$ cat config.mk
export PLATFORM = sky130hd
export DESIGN_NAME = accel_orientation_detector_core
export DESIGN_NICKNAME = d
export VERILOG_FILES = /design/src/aod_pkg.sv /design/src/aod_front.sv /design/src/aod_queue.sv /design/src/aod_back.sv /design/src/accel_orientation_detector_core.sv
export SDC_FILE = /design/constraint.sdc
export NUM_CORES = 2
export LEC_CHECK = 0
export ABC_AREA = 0
export BUFFER_PORTS_ARGS = -buffer_cell sky130_fd_sc_hd__buf_2
export CORE_ASPECT_RATIO = 1.4
export CORE_MARGIN = 8
export CORE_UTILIZATION = 60
export DETAILED_ROUTE_END_ITERATION = 12
export PLACE_DENSITY = 0.78
export SLEW_MARGIN = 20
export SYNTH_ARGS = -nofsm -noshare
export SYNTH_HDL_FRONTEND = slang
export SYNTH_SLANG_ARGS = --single-unit
$ cat constraint.sdc
create_clock -name i_clk -period 9.6 [get_ports i_clk]
set_input_delay 1.92 -clock i_clk [delete_from_list [all_inputs] [get_ports i_clk]]
set_output_delay 1.92 -clock i_clk [all_outputs]
set_load 0.02 [all_outputs]
$ cat src/aod_pkg.sv
package aod_pkg;

    // sample and register widths
    localparam int SAMPLE_BITS = 15;
    localparam int CFG_W       = 15;
    localparam int CNT_W       = 8;
    localparam int IDX_W       = 3;

    // filter accumulator holds 3*filt + sample
    localparam int ACC_W = SAMPLE_BITS + 3;
    // square of one axis and sum of three squares
    localparam int SQ_W  = 2 * SAMPLE_BITS - 1;
    localparam int SUM_W = SQ_W + 2;
    localparam int GSQ_W = 2 * CFG_W;
    localparam int CMP_W = (SUM_W > GSQ_W) ? SUM_W : GSQ_W;
    // planar compares against 15-bit thresholds
    localparam int PL_W  = (SAMPLE_BITS > CFG_W) ? SAMPLE_BITS : CFG_W;

    // stream payload widths, padded to whole bytes
    localparam int IN_DATA_W  = 8 * ((3 * SAMPLE_BITS + 7) / 8);
    localparam int OUT_DATA_W = 8;

    // classification queue
    localparam int QUEUE_DEPTH = 4;
    localparam int QPTR_W      = $clog2(QUEUE_DEPTH);
    localparam int QCNT_W      = $clog2(QUEUE_DEPTH + 1);

    // register reset values
    localparam logic [CFG_W-1:0] GRAVITY_MIN_RST  = CFG_W'(700);
    localparam logic [CFG_W-1:0] GRAVITY_MAX_RST  = CFG_W'(1300);
    localparam logic [CFG_W-1:0] PLANAR_MIN_RST   = CFG_W'(500);
    localparam logic [CFG_W-1:0] AXIS_MARGIN_RST  = CFG_W'(150);
    localparam logic [CNT_W-1:0] STABLE_COUNT_RST = CNT_W'(3);

    typedef enum logic [IDX_W-1:0] {
        REG_GRAVITY_MIN  = 3'd0,
        REG_GRAVITY_MAX  = 3'd1,
        REG_PLANAR_MIN   = 3'd2,
        REG_AXIS_MARGIN  = 3'd3,
        REG_STABLE_COUNT = 3'd4
    } t_reg_idx;

    typedef enum logic [1:0] {
        ORI_0   = 2'd0,
        ORI_90  = 2'd1,
        ORI_180 = 2'd2,
        ORI_270 = 2'd3
    } t_orient;

    // thresholds used by the classifier
    typedef struct packed {
        logic [CFG_W-1:0] gravity_min;
        logic [CFG_W-1:0] gravity_max;
        logic [CFG_W-1:0] planar_min;
        logic [CFG_W-1:0] axis_margin;
    } t_cfg;

    // one classified item: keep low means discard the candidate
    typedef struct packed {
        logic    keep;
        t_orient orient;
    } t_cls;

endpackage

$ cat src/aod_front.sv
module aod_front
    import aod_pkg::*;
(
    input  logic                          i_clk,
    input  logic                          i_rst_n,
    input  logic                          i_valid,
    input  logic signed [SAMPLE_BITS-1:0] i_x,
    input  logic signed [SAMPLE_BITS-1:0] i_y,
    input  logic signed [SAMPLE_BITS-1:0] i_z,
    input  t_cfg                          i_cfg,
    output logic                          o_ready,
    input  logic                          i_q_full,
    output logic                          o_push,
    output t_cls                          o_cls
);

    // low-pass step, (3*f + s) / 4 truncated toward zero
    function automatic logic signed [SAMPLE_BITS-1:0] smooth(
        input logic signed [SAMPLE_BITS-1:0] f,
        input logic signed [SAMPLE_BITS-1:0] s
    );
        logic signed [ACC_W-1:0] acc;
        logic        [ACC_W-1:0] adj;
        acc = (ACC_W'(f) <<< 1) + ACC_W'(f) + ACC_W'(s);
        adj = acc + (acc[ACC_W-1] ? ACC_W'(3) : ACC_W'(0));
        return adj[SAMPLE_BITS+1:2];
    endfunction

    logic                          w_en;
    logic                          w_accept;

    logic signed [SAMPLE_BITS-1:0] r_filt_x, r_filt_y, r_filt_z;
    logic                          r_primed;
    logic                          r_a_valid;

    logic signed [2*SAMPLE_BITS-1:0] w_prod_x, w_prod_y, w_prod_z;
    logic        [SQ_W-1:0]          r_sq_x, r_sq_y, r_sq_z;
    logic        [SAMPLE_BITS-1:0]   r_ax, r_ay;
    logic                            r_nx, r_ny;
    logic                            r_b_valid;
    logic        [GSQ_W-1:0]         r_gmin_sq, r_gmax_sq;

    logic [CMP_W-1:0]       w_g2;
    logic                   w_out_win;
    logic                   w_x_dom;
    logic [SAMPLE_BITS-1:0] w_big, w_diff;
    logic                   w_flat;

    // whole front advances unless the last stage is blocked by a full queue
    assign w_en     = !(r_b_valid && i_q_full);
    assign o_ready  = w_en;
    assign w_accept = i_valid && w_en;

    // filter state, updated once per accepted item
    always_ff @(posedge i_clk) begin
        if (!i_rst_n) begin
            r_filt_x  <= '0;
            r_filt_y  <= '0;
            r_filt_z  <= '0;
            r_primed  <= 1'b0;
            r_a_valid <= 1'b0;
        end else if (w_en) begin
            r_a_valid <= w_accept;
            if (w_accept) begin
                r_primed <= 1'b1;
                if (!r_primed) begin
                    r_filt_x <= i_x;
                    r_filt_y <= i_y;
                    r_filt_z <= i_z;
                end else begin
                    r_filt_x <= smooth(r_filt_x, i_x);
                    r_filt_y <= smooth(r_filt_y, i_y);
                    r_filt_z <= smooth(r_filt_z, i_z);
                end
            end
        end
    end

    // squares and planar magnitudes of the filtered vector
    assign w_prod_x = (2*SAMPLE_BITS)'(r_filt_x) * (2*SAMPLE_BITS)'(r_filt_x);
    assign w_prod_y = (2*SAMPLE_BITS)'(r_filt_y) * (2*SAMPLE_BITS)'(r_filt_y);
    assign w_prod_z = (2*SAMPLE_BITS)'(r_filt_z) * (2*SAMPLE_BITS)'(r_filt_z);

    always_ff @(posedge i_clk) begin
        if (!i_rst_n) begin
            r_b_valid <= 1'b0;
        end else if (w_en) begin
            r_b_valid <= r_a_valid;
        end
    end

    always_ff @(posedge i_clk) begin
        if (w_en) begin
            r_sq_x <= w_prod_x[SQ_W-1:0];
            r_sq_y <= w_prod_y[SQ_W-1:0];
            r_sq_z <= w_prod_z[SQ_W-1:0];
            r_ax   <= r_filt_x[SAMPLE_BITS-1] ? SAMPLE_BITS'(-r_filt_x) : r_filt_x;
            r_ay   <= r_filt_y[SAMPLE_BITS-1] ? SAMPLE_BITS'(-r_filt_y) : r_filt_y;
            r_nx   <= r_filt_x[SAMPLE_BITS-1];
            r_ny   <= r_filt_y[SAMPLE_BITS-1];
        end
    end

    // gravity window squared, registered from the configuration registers
    always_ff @(posedge i_clk) begin
        r_gmin_sq <= GSQ_W'(i_cfg.gravity_min) * GSQ_W'(i_cfg.gravity_min);
        r_gmax_sq <= GSQ_W'(i_cfg.gravity_max) * GSQ_W'(i_cfg.gravity_max);
    end

    // window check, flat and diagonal checks, orientation pick
    always_comb begin
        w_g2      = CMP_W'(r_sq_x) + CMP_W'(r_sq_y) + CMP_W'(r_sq_z);
        w_out_win = (w_g2 < CMP_W'(r_gmin_sq)) || (w_g2 > CMP_W'(r_gmax_sq));
        w_x_dom   = r_ax > r_ay;
        w_big     = w_x_dom ? r_ax : r_ay;
        w_diff    = w_x_dom ? (r_ax - r_ay) : (r_ay - r_ax);
        w_flat    = (PL_W'(w_big) < PL_W'(i_cfg.planar_min)) ||
                    (PL_W'(w_diff) < PL_W'(i_cfg.axis_margin));
        o_cls.keep = !w_out_win && !w_flat;
        if (w_x_dom) begin
            o_cls.orient = r_nx ? ORI_180 : ORI_0;
        end else begin
            o_cls.orient = r_ny ? ORI_270 : ORI_90;
        end
    end

    assign o_push = r_b_valid && !i_q_full;

endmodule

$ cat src/aod_queue.sv
module aod_queue
    import aod_pkg::*;
(
    input  logic i_clk,
    input  logic i_rst_n,
    input  logic i_push,
    input  t_cls i_data,
    output logic o_full,
    input  logic i_pop,
    output logic o_empty,
    output t_cls o_data
);

    t_cls              r_mem [QUEUE_DEPTH];
    logic [QPTR_W-1:0] r_wr_ptr;
    logic [QPTR_W-1:0] r_rd_ptr;
    logic [QCNT_W-1:0] r_count;

    assign o_full  = (r_count == QCNT_W'(QUEUE_DEPTH));
    assign o_empty = (r_count == '0);
    assign o_data  = r_mem[r_rd_ptr];

    // pointers and fill level
    always_ff @(posedge i_clk) begin
        if (!i_rst_n) begin
            r_wr_ptr <= '0;
            r_rd_ptr <= '0;
            r_count  <= '0;
        end else begin
            if (i_push) begin
                r_wr_ptr <= r_wr_ptr + 1'b1;
            end
            if (i_pop) begin
                r_rd_ptr <= r_rd_ptr + 1'b1;
            end
            if (i_push && !i_pop) begin
                r_count <= r_count + 1'b1;
            end else if (i_pop && !i_push) begin
                r_count <= r_count - 1'b1;
            end
        end
    end

    // storage
    always_ff @(posedge i_clk) begin
        if (i_push) begin
            r_mem[r_wr_ptr] <= i_data;
        end
    end

endmodule

$ cat src/aod_back.sv
module aod_back
    import aod_pkg::*;
(
    input  logic             i_clk,
    input  logic             i_rst_n,
    input  logic             i_empty,
    input  t_cls             i_data,
    output logic             o_pop,
    input  logic [CNT_W-1:0] i_stable_count,
    output logic             o_valid,
    input  logic             i_ready,
    output t_orient          o_orient
);

    logic             r_cand_valid, n_cand_valid;
    t_orient          r_cand_orient, n_cand_orient;
    logic [CNT_W-1:0] r_cand_hits, n_cand_hits;
    t_orient          r_current, n_current;
    logic             r_out_valid, n_out_valid;
    t_orient          r_out_orient, n_out_orient;

    // take an item when the output register is free or being drained
    assign o_pop = !i_empty && (!r_out_valid || i_ready);

    // debounce of the candidate orientation
    always_comb begin
        n_cand_valid  = r_cand_valid;
        n_cand_orient = r_cand_orient;
        n_cand_hits   = r_cand_hits;
        n_current     = r_current;
        n_out_valid   = r_out_valid && !i_ready;
        n_out_orient  = r_out_orient;
        if (o_pop) begin
            if (!i_data.keep) begin
                n_cand_valid = 1'b0;
                n_cand_hits  = '0;
            end else if (!r_cand_valid || (i_data.orient != r_cand_orient)) begin
                n_cand_valid  = 1'b1;
                n_cand_orient = i_data.orient;
                n_cand_hits   = CNT_W'(1);
            end else begin
                if (r_cand_hits < i_stable_count) begin
                    n_cand_hits = r_cand_hits + 1'b1;
                end
                if ((n_cand_hits >= i_stable_count) && (r_cand_orient != r_current)) begin
                    n_current    = r_cand_orient;
                    n_out_valid  = 1'b1;
                    n_out_orient = r_cand_orient;
                end
            end
        end
    end

    always_ff @(posedge i_clk) begin
        if (!i_rst_n) begin
            r_cand_valid  <= 1'b0;
            r_cand_orient <= ORI_0;
            r_cand_hits   <= '0;
            r_current     <= ORI_0;
            r_out_valid   <= 1'b0;
        end else begin
            r_cand_valid  <= n_cand_valid;
            r_cand_orient <= n_cand_orient;
            r_cand_hits   <= n_cand_hits;
            r_current     <= n_current;
            r_out_valid   <= n_out_valid;
        end
    end

    // result register, payload needs no reset
    always_ff @(posedge i_clk) begin
        r_out_orient <= n_out_orient;
    end

    assign o_valid  = r_out_valid;
    assign o_orient = r_out_orient;

endmodule

$ cat src/accel_orientation_detector_core.sv
// channel    | direction | payload
// s_axis     | in        | tdata: accel_x[14:0] accel_y[29:15] accel_z[44:30], zero pad to 48
// m_axis     | out       | tdata: orientation[1:0], zero pad to 8
// cfg        | in        | idx 0..4: gravity_min gravity_max planar_min axis_margin stable_count
//
// one sample per cycle sustained while tready is high; the filter feedback is combinational
// a sample passes the filter, square and queue registers before the result register
// a four-item classification queue parts the filter front from the debounce back
// s_axis tready drops only when that queue is full and its next item is waiting
// synchronous active-low reset; no clearing pass, ready the cycle after reset
module accel_orientation_detector_core
    import aod_pkg::*;
(
    input  logic                  i_clk,
    input  logic                  i_rst_n,
    input  logic                  i_s_axis_tvalid,
    output logic                  o_s_axis_tready,
    // accel_x, accel_y, accel_z from bit 0 up
    input  logic [IN_DATA_W-1:0]  i_s_axis_tdata,
    output logic                  o_m_axis_tvalid,
    input  logic                  i_m_axis_tready,
    // orientation from bit 0 up
    output logic [OUT_DATA_W-1:0] o_m_axis_tdata,
    input  logic                  i_cfg_we,
    input  logic [IDX_W-1:0]      i_cfg_idx,
    input  logic [CFG_W-1:0]      i_cfg_wdata
);

    t_cfg             r_cfg;
    logic [CNT_W-1:0] r_stable_count;

    logic    w_push, w_pop, w_full, w_empty;
    t_cls    w_push_data, w_pop_data;
    t_orient w_orient;

    // configuration registers
    always_ff @(posedge i_clk) begin
        if (!i_rst_n) begin
            r_cfg.gravity_min <= GRAVITY_MIN_RST;
            r_cfg.gravity_max <= GRAVITY_MAX_RST;
            r_cfg.planar_min  <= PLANAR_MIN_RST;
            r_cfg.axis_margin <= AXIS_MARGIN_RST;
            r_stable_count    <= STABLE_COUNT_RST;
        end else if (i_cfg_we) begin
            case (t_reg_idx'(i_cfg_idx))
                REG_GRAVITY_MIN:  r_cfg.gravity_min <= i_cfg_wdata;
                REG_GRAVITY_MAX:  r_cfg.gravity_max <= i_cfg_wdata;
                REG_PLANAR_MIN:   r_cfg.planar_min  <= i_cfg_wdata;
                REG_AXIS_MARGIN:  r_cfg.axis_margin <= i_cfg_wdata;
                REG_STABLE_COUNT: r_stable_count    <= i_cfg_wdata[CNT_W-1:0];
                default: ;
            endcase
        end
    end

    // filter and classifier
    aod_front u_front (
        .i_clk    (i_clk),
        .i_rst_n  (i_rst_n),
        .i_valid  (i_s_axis_tvalid),
        .i_x      (i_s_axis_tdata[SAMPLE_BITS-1:0]),
        .i_y      (i_s_axis_tdata[2*SAMPLE_BITS-1:SAMPLE_BITS]),
        .i_z      (i_s_axis_tdata[3*SAMPLE_BITS-1:2*SAMPLE_BITS]),
        .i_cfg    (r_cfg),
        .o_ready  (o_s_axis_tready),
        .i_q_full (w_full),
        .o_push   (w_push),
        .o_cls    (w_push_data)
    );

    // classification queue
    aod_queue u_queue (
        .i_clk   (i_clk),
        .i_rst_n (i_rst_n),
        .i_push  (w_push),
        .i_data  (w_push_data),
        .o_full  (w_full),
        .i_pop   (w_pop),
        .o_empty (w_empty),
        .o_data  (w_pop_data)
    );

    // debounce and result register
    aod_back u_back (
        .i_clk          (i_clk),
        .i_rst_n        (i_rst_n),
        .i_empty        (w_empty),
        .i_data         (w_pop_data),
        .o_pop          (w_pop),
        .i_stable_count (r_stable_count),
        .o_valid        (o_m_axis_tvalid),
        .i_ready        (i_m_axis_tready),
        .o_orient       (w_orient)
    );

    assign o_m_axis_tdata = {(OUT_DATA_W - 2)'(0), w_orient};

endmodule

==> impl_metrics.env <==
export IMPL_status="finished, final reports clean"
export IMPL_cpMaxStageDelayCell="dfxtp_1"
export IMPL_area_delta_synth_final_pct=5.13
export IMPL_io_buffers=71
export IMPL_cp_max_fo=16
export IMPL_drtAntennaViolNets=0
export IMPL_htreeDepth=2
export IMPL_max_stage_delay_ns=0.91
export IMPL_power_leakage_nw=28.8
export IMPL_crit_family="adder cells"
export IMPL_synth_seq_cells=325
export IMPL_synth_most_common_cell="inv_1"
export IMPL_grt_pass1_wl_um=216000
export IMPL_worstMarginPinSlew_ns=1.18
export IMPL_start_kind="flop"
export IMPL_hold_viol_final=0
export IMPL_grt_max_degree=71
export IMPL_insertion_delay_ns=0.58
export IMPL_finalPower_mw=15.1
export IMPL_multi_input_area_mm2=0.0421
export IMPL_finalNonFillerCells=7056
export IMPL_drc=0
export IMPL_yosysTopAreaCell="fa_1"
export IMPL_synthArstFlopShare_pct=0
export IMPL_reg2regPathDepth=21
export IMPL_grt_pass1_vias=43700
export IMPL_numCtsBuffers=37
export IMPL_maxSlewViolCount=0
export IMPL_syn_area_mm2=0.0549
export IMPL_yosys_most_used_dff="dfxtp_1"
export IMPL_cp_depth=21
export IMPL_die_area_mm2=0.102
export IMPL_yosysTopAreaCellShare_pct=33.0
export IMPL_dr_pass1_iters=6
export IMPL_core_area_mm2=0.0910
export IMPL_hold_path_class="reg2reg"
export IMPL_synth_edf_count=128
export IMPL_synth_avg_cell_area_um2=9.40
export IMPL_rsz0062_at_grt="no"
export IMPL_place_congestion=0.943
export IMPL_syn_inst=5847
export IMPL_cts_tree="built"
export IMPL_crit_buf_inv=3
export IMPL_yosys_warnings=0
export IMPL_die_y_um=374
export IMPL_fmax_ghz=0.128
export IMPL_drv_cap=0
export IMPL_io_pins=81
export IMPL_num_fill_cells=7325
export IMPL_wl_um=130000
export IMPL_crit_top_cell="fa_1"
export IMPL_period_share_pct=81.2
export IMPL_seqCellArea_mm2=0.00779
export IMPL_cp_end_kind="flop"
export IMPL_irDropWorstVdd_mv=0.376
export IMPL_dpl_hpwl_um=106000
export IMPL_row_count=131
export IMPL_post_cts_setup_buffers=0
export IMPL_drive_above_1_share_pct=4.11
export IMPL_synth_common_cells="inv_1 (1174), fa_1 (905), ha_1 (676), nand2_1 (537), a21oi_1 (273)"
export IMPL_grt_total_usage_pct=26.1
export IMPL_fin_skew_ns=0.0331
export IMPL_dp_cells=6987
export IMPL_cts_hold_buf=0
export IMPL_initial_utilization_pct=60.4
export IMPL_nets=7481
export IMPL_fin_util_pct=63.5
export IMPL_die_w_um=272
export IMPL_cts_resized_gates=0
export IMPL_dr_total_vias=40200
export IMPL_clkTransAtPathRegs_ns=0.06
export IMPL_holdPathStages=2
export IMPL_cts_root_buf="clkbuf_16"
export IMPL_slew_headroom_pct=21.0
export IMPL_path_cells="clkinv_1, nor2_1, fa_1, fa_1, fa_1, fa_1, inv_1, fa_1, inv_1, fa_1, ha_1, a21o_1, a2bb2oi_1, o21ai_0, or4_1, o2111ai_1, a31oi_1, a311oi_2, o21ai_0, a21oi_1, xnor2_1"
export IMPL_detail_route_wl_per_cell_um=18.4
export IMPL_yosys_top_cells_area="fa_1 (33%), ha_1 (15%), inv_1 (8.0%)"
export IMPL_avgViaCountPerCell=5.69
export IMPL_drt_initial_drc_count=2358
export IMPL_synth_distinct_cells=94
export IMPL_cts_sinks=325
export IMPL_fin_crit_ns=7.80
export IMPL_dpl_cell_area_mm2=0.0564
export IMPL_fin_tns_setup_ns=0
export IMPL_antenna_found_initial=2
export IMPL_worstSetupPathType="reg2reg"
export IMPL_cp_required_ns=9.91
export IMPL_ys_seq_area_share_pct=14.2
export IMPL_grt_overflow=0
export IMPL_cp_arrival_ns=8.11
export IMPL_stdcell_area_mm2=0.0578
export IMPL_clock_path_buffers=3
export IMPL_finalSetupViolCount=0
export IMPL_powerDensity_mw_per_mm2=262
worst register-to-register path, delay by kind of cell (launching register included):
kind	cells	cell delay [ns]
buf+inv	3	0.68
simple gates	2	0.85
fa+ha+maj	7	3.29
xor+xnor	1	0.08
compound gates	8	1.74
flops	1	0.91
metrics by stage:
step	hold WS [ns]	setup WS [ns]
floorplan	0.393	2.95
global placement	0.442	2.07
detailed placement	0.447	1.91
CTS	0.455	1.84
global route	0.465	1.41
finish	0.453	1.80
worst paths after layout:
check | startpoint | end | slack, ns
setup reg to reg | u_front.r_filt_x[5] | u_front.r_sq_x[28] | 1.80
hold reg to reg | r_stable_count[4] | r_stable_count[4] | 0.45
setup / recovery | u_front.r_filt_x[5] | u_front.r_sq_x[28] | 1.80
hold / removal | r_stable_count[4] | r_stable_count[4] | 0.45
sequential cells by signal, summed over array words and instances (netlist names), 27 cells and up, named ones only:
register and count:
u_front.r_sq_y 27, u_front.r_gmin_sq 29, u_front.r_gmax_sq 29, u_front.r_sq_x 27, r_cfg 60, u_front.r_sq_z 28
layout make-up:
cell class	count	area share [%]
multi-input cells	4182	72.9
flip-flops and latches	325	13.5
inverters	1182	7.69
well taps	1197	2.59
clock buffers	44	1.69
repair buffers	101	1.01
clock inverters	24	0.646
diodes	1	0.00433
cells in the final DEF (no fill, tap or decap), types with 15 or more instances in the layout:
| cell type | instances |
|---|---|
| nor3_1 | 51 |
| o21ai_0 | 118 |
| nand3_1 | 92 |
| xnor2_1 | 235 |
| buf_4 | 31 |
| a31oi_1 | 26 |
| buf_2 | 70 |
| inv_1 | 1173 |
| nand2_1 | 536 |
| o211ai_1 | 31 |
| and2_1 | 237 |
| nor2b_1 | 42 |
| edfxtp_1 | 128 |
| mux2i_1 | 15 |
| ha_1 | 676 |
| nor2_1 | 247 |
| fa_1 | 905 |
| or3_1 | 19 |
| a211oi_1 | 15 |
| clkbuf_16 | 37 |
| dfxtp_1 | 196 |
| a21oi_1 | 273 |
| a21o_1 | 111 |
| o31ai_1 | 17 |
| or2_2 | 19 |
| o21bai_1 | 37 |
| nand2b_1 | 42 |
| nand4_1 | 32 |
| and3_1 | 39 |
| xor2_1 | 104 |
| o21a_1 | 42 |
layer usage:
| metal | GRT usage (%) | up-vias | share of wire [%] | wire length [um] |
|---|---|---|---|---|
| met4 | 13.9 | 2 | 6.3 | 8170 |
| met2 | 47.4 | 1193 | 52 | 67600 |
| met3 | 3.29 | 424 | 5.3 | 6910 |
| met1 | 29.5 | 19900 | 36 | 47400 |
| met5 | 0 | - | 0.0092 | 12 |
| li1 | - | 18600 | - | - |
cell families (layout without fill, tap and decap cells):
family,Yosys count,in the layout,synth area share (%)
adders and majority gates,1581,1581,48.4
and+or+nand+nor,1401,1401,12.3
buffers and inverters,1345,1351,9.24
AOI/OAI and AO/OA,827,827,9.89
xor gates and xnor gates,339,339,5.40
DFF,325,325,14.2
muxes,28,28,0.628
other,1,7,0.00683
power breakdown:
group / switching [mW] / leakage [nW] / internal (mW) / total, mW
sequential: 0.358 / 3.03 / 1.94 / 2.30
clock: 0.640 / 0.657 / 0.955 / 1.60
combinational: 6.50 / 25.1 / 4.73 / 11.2
total: 7.49 / 28.8 / 7.62 / 15.1
Power figures use the tool's default switching activity.
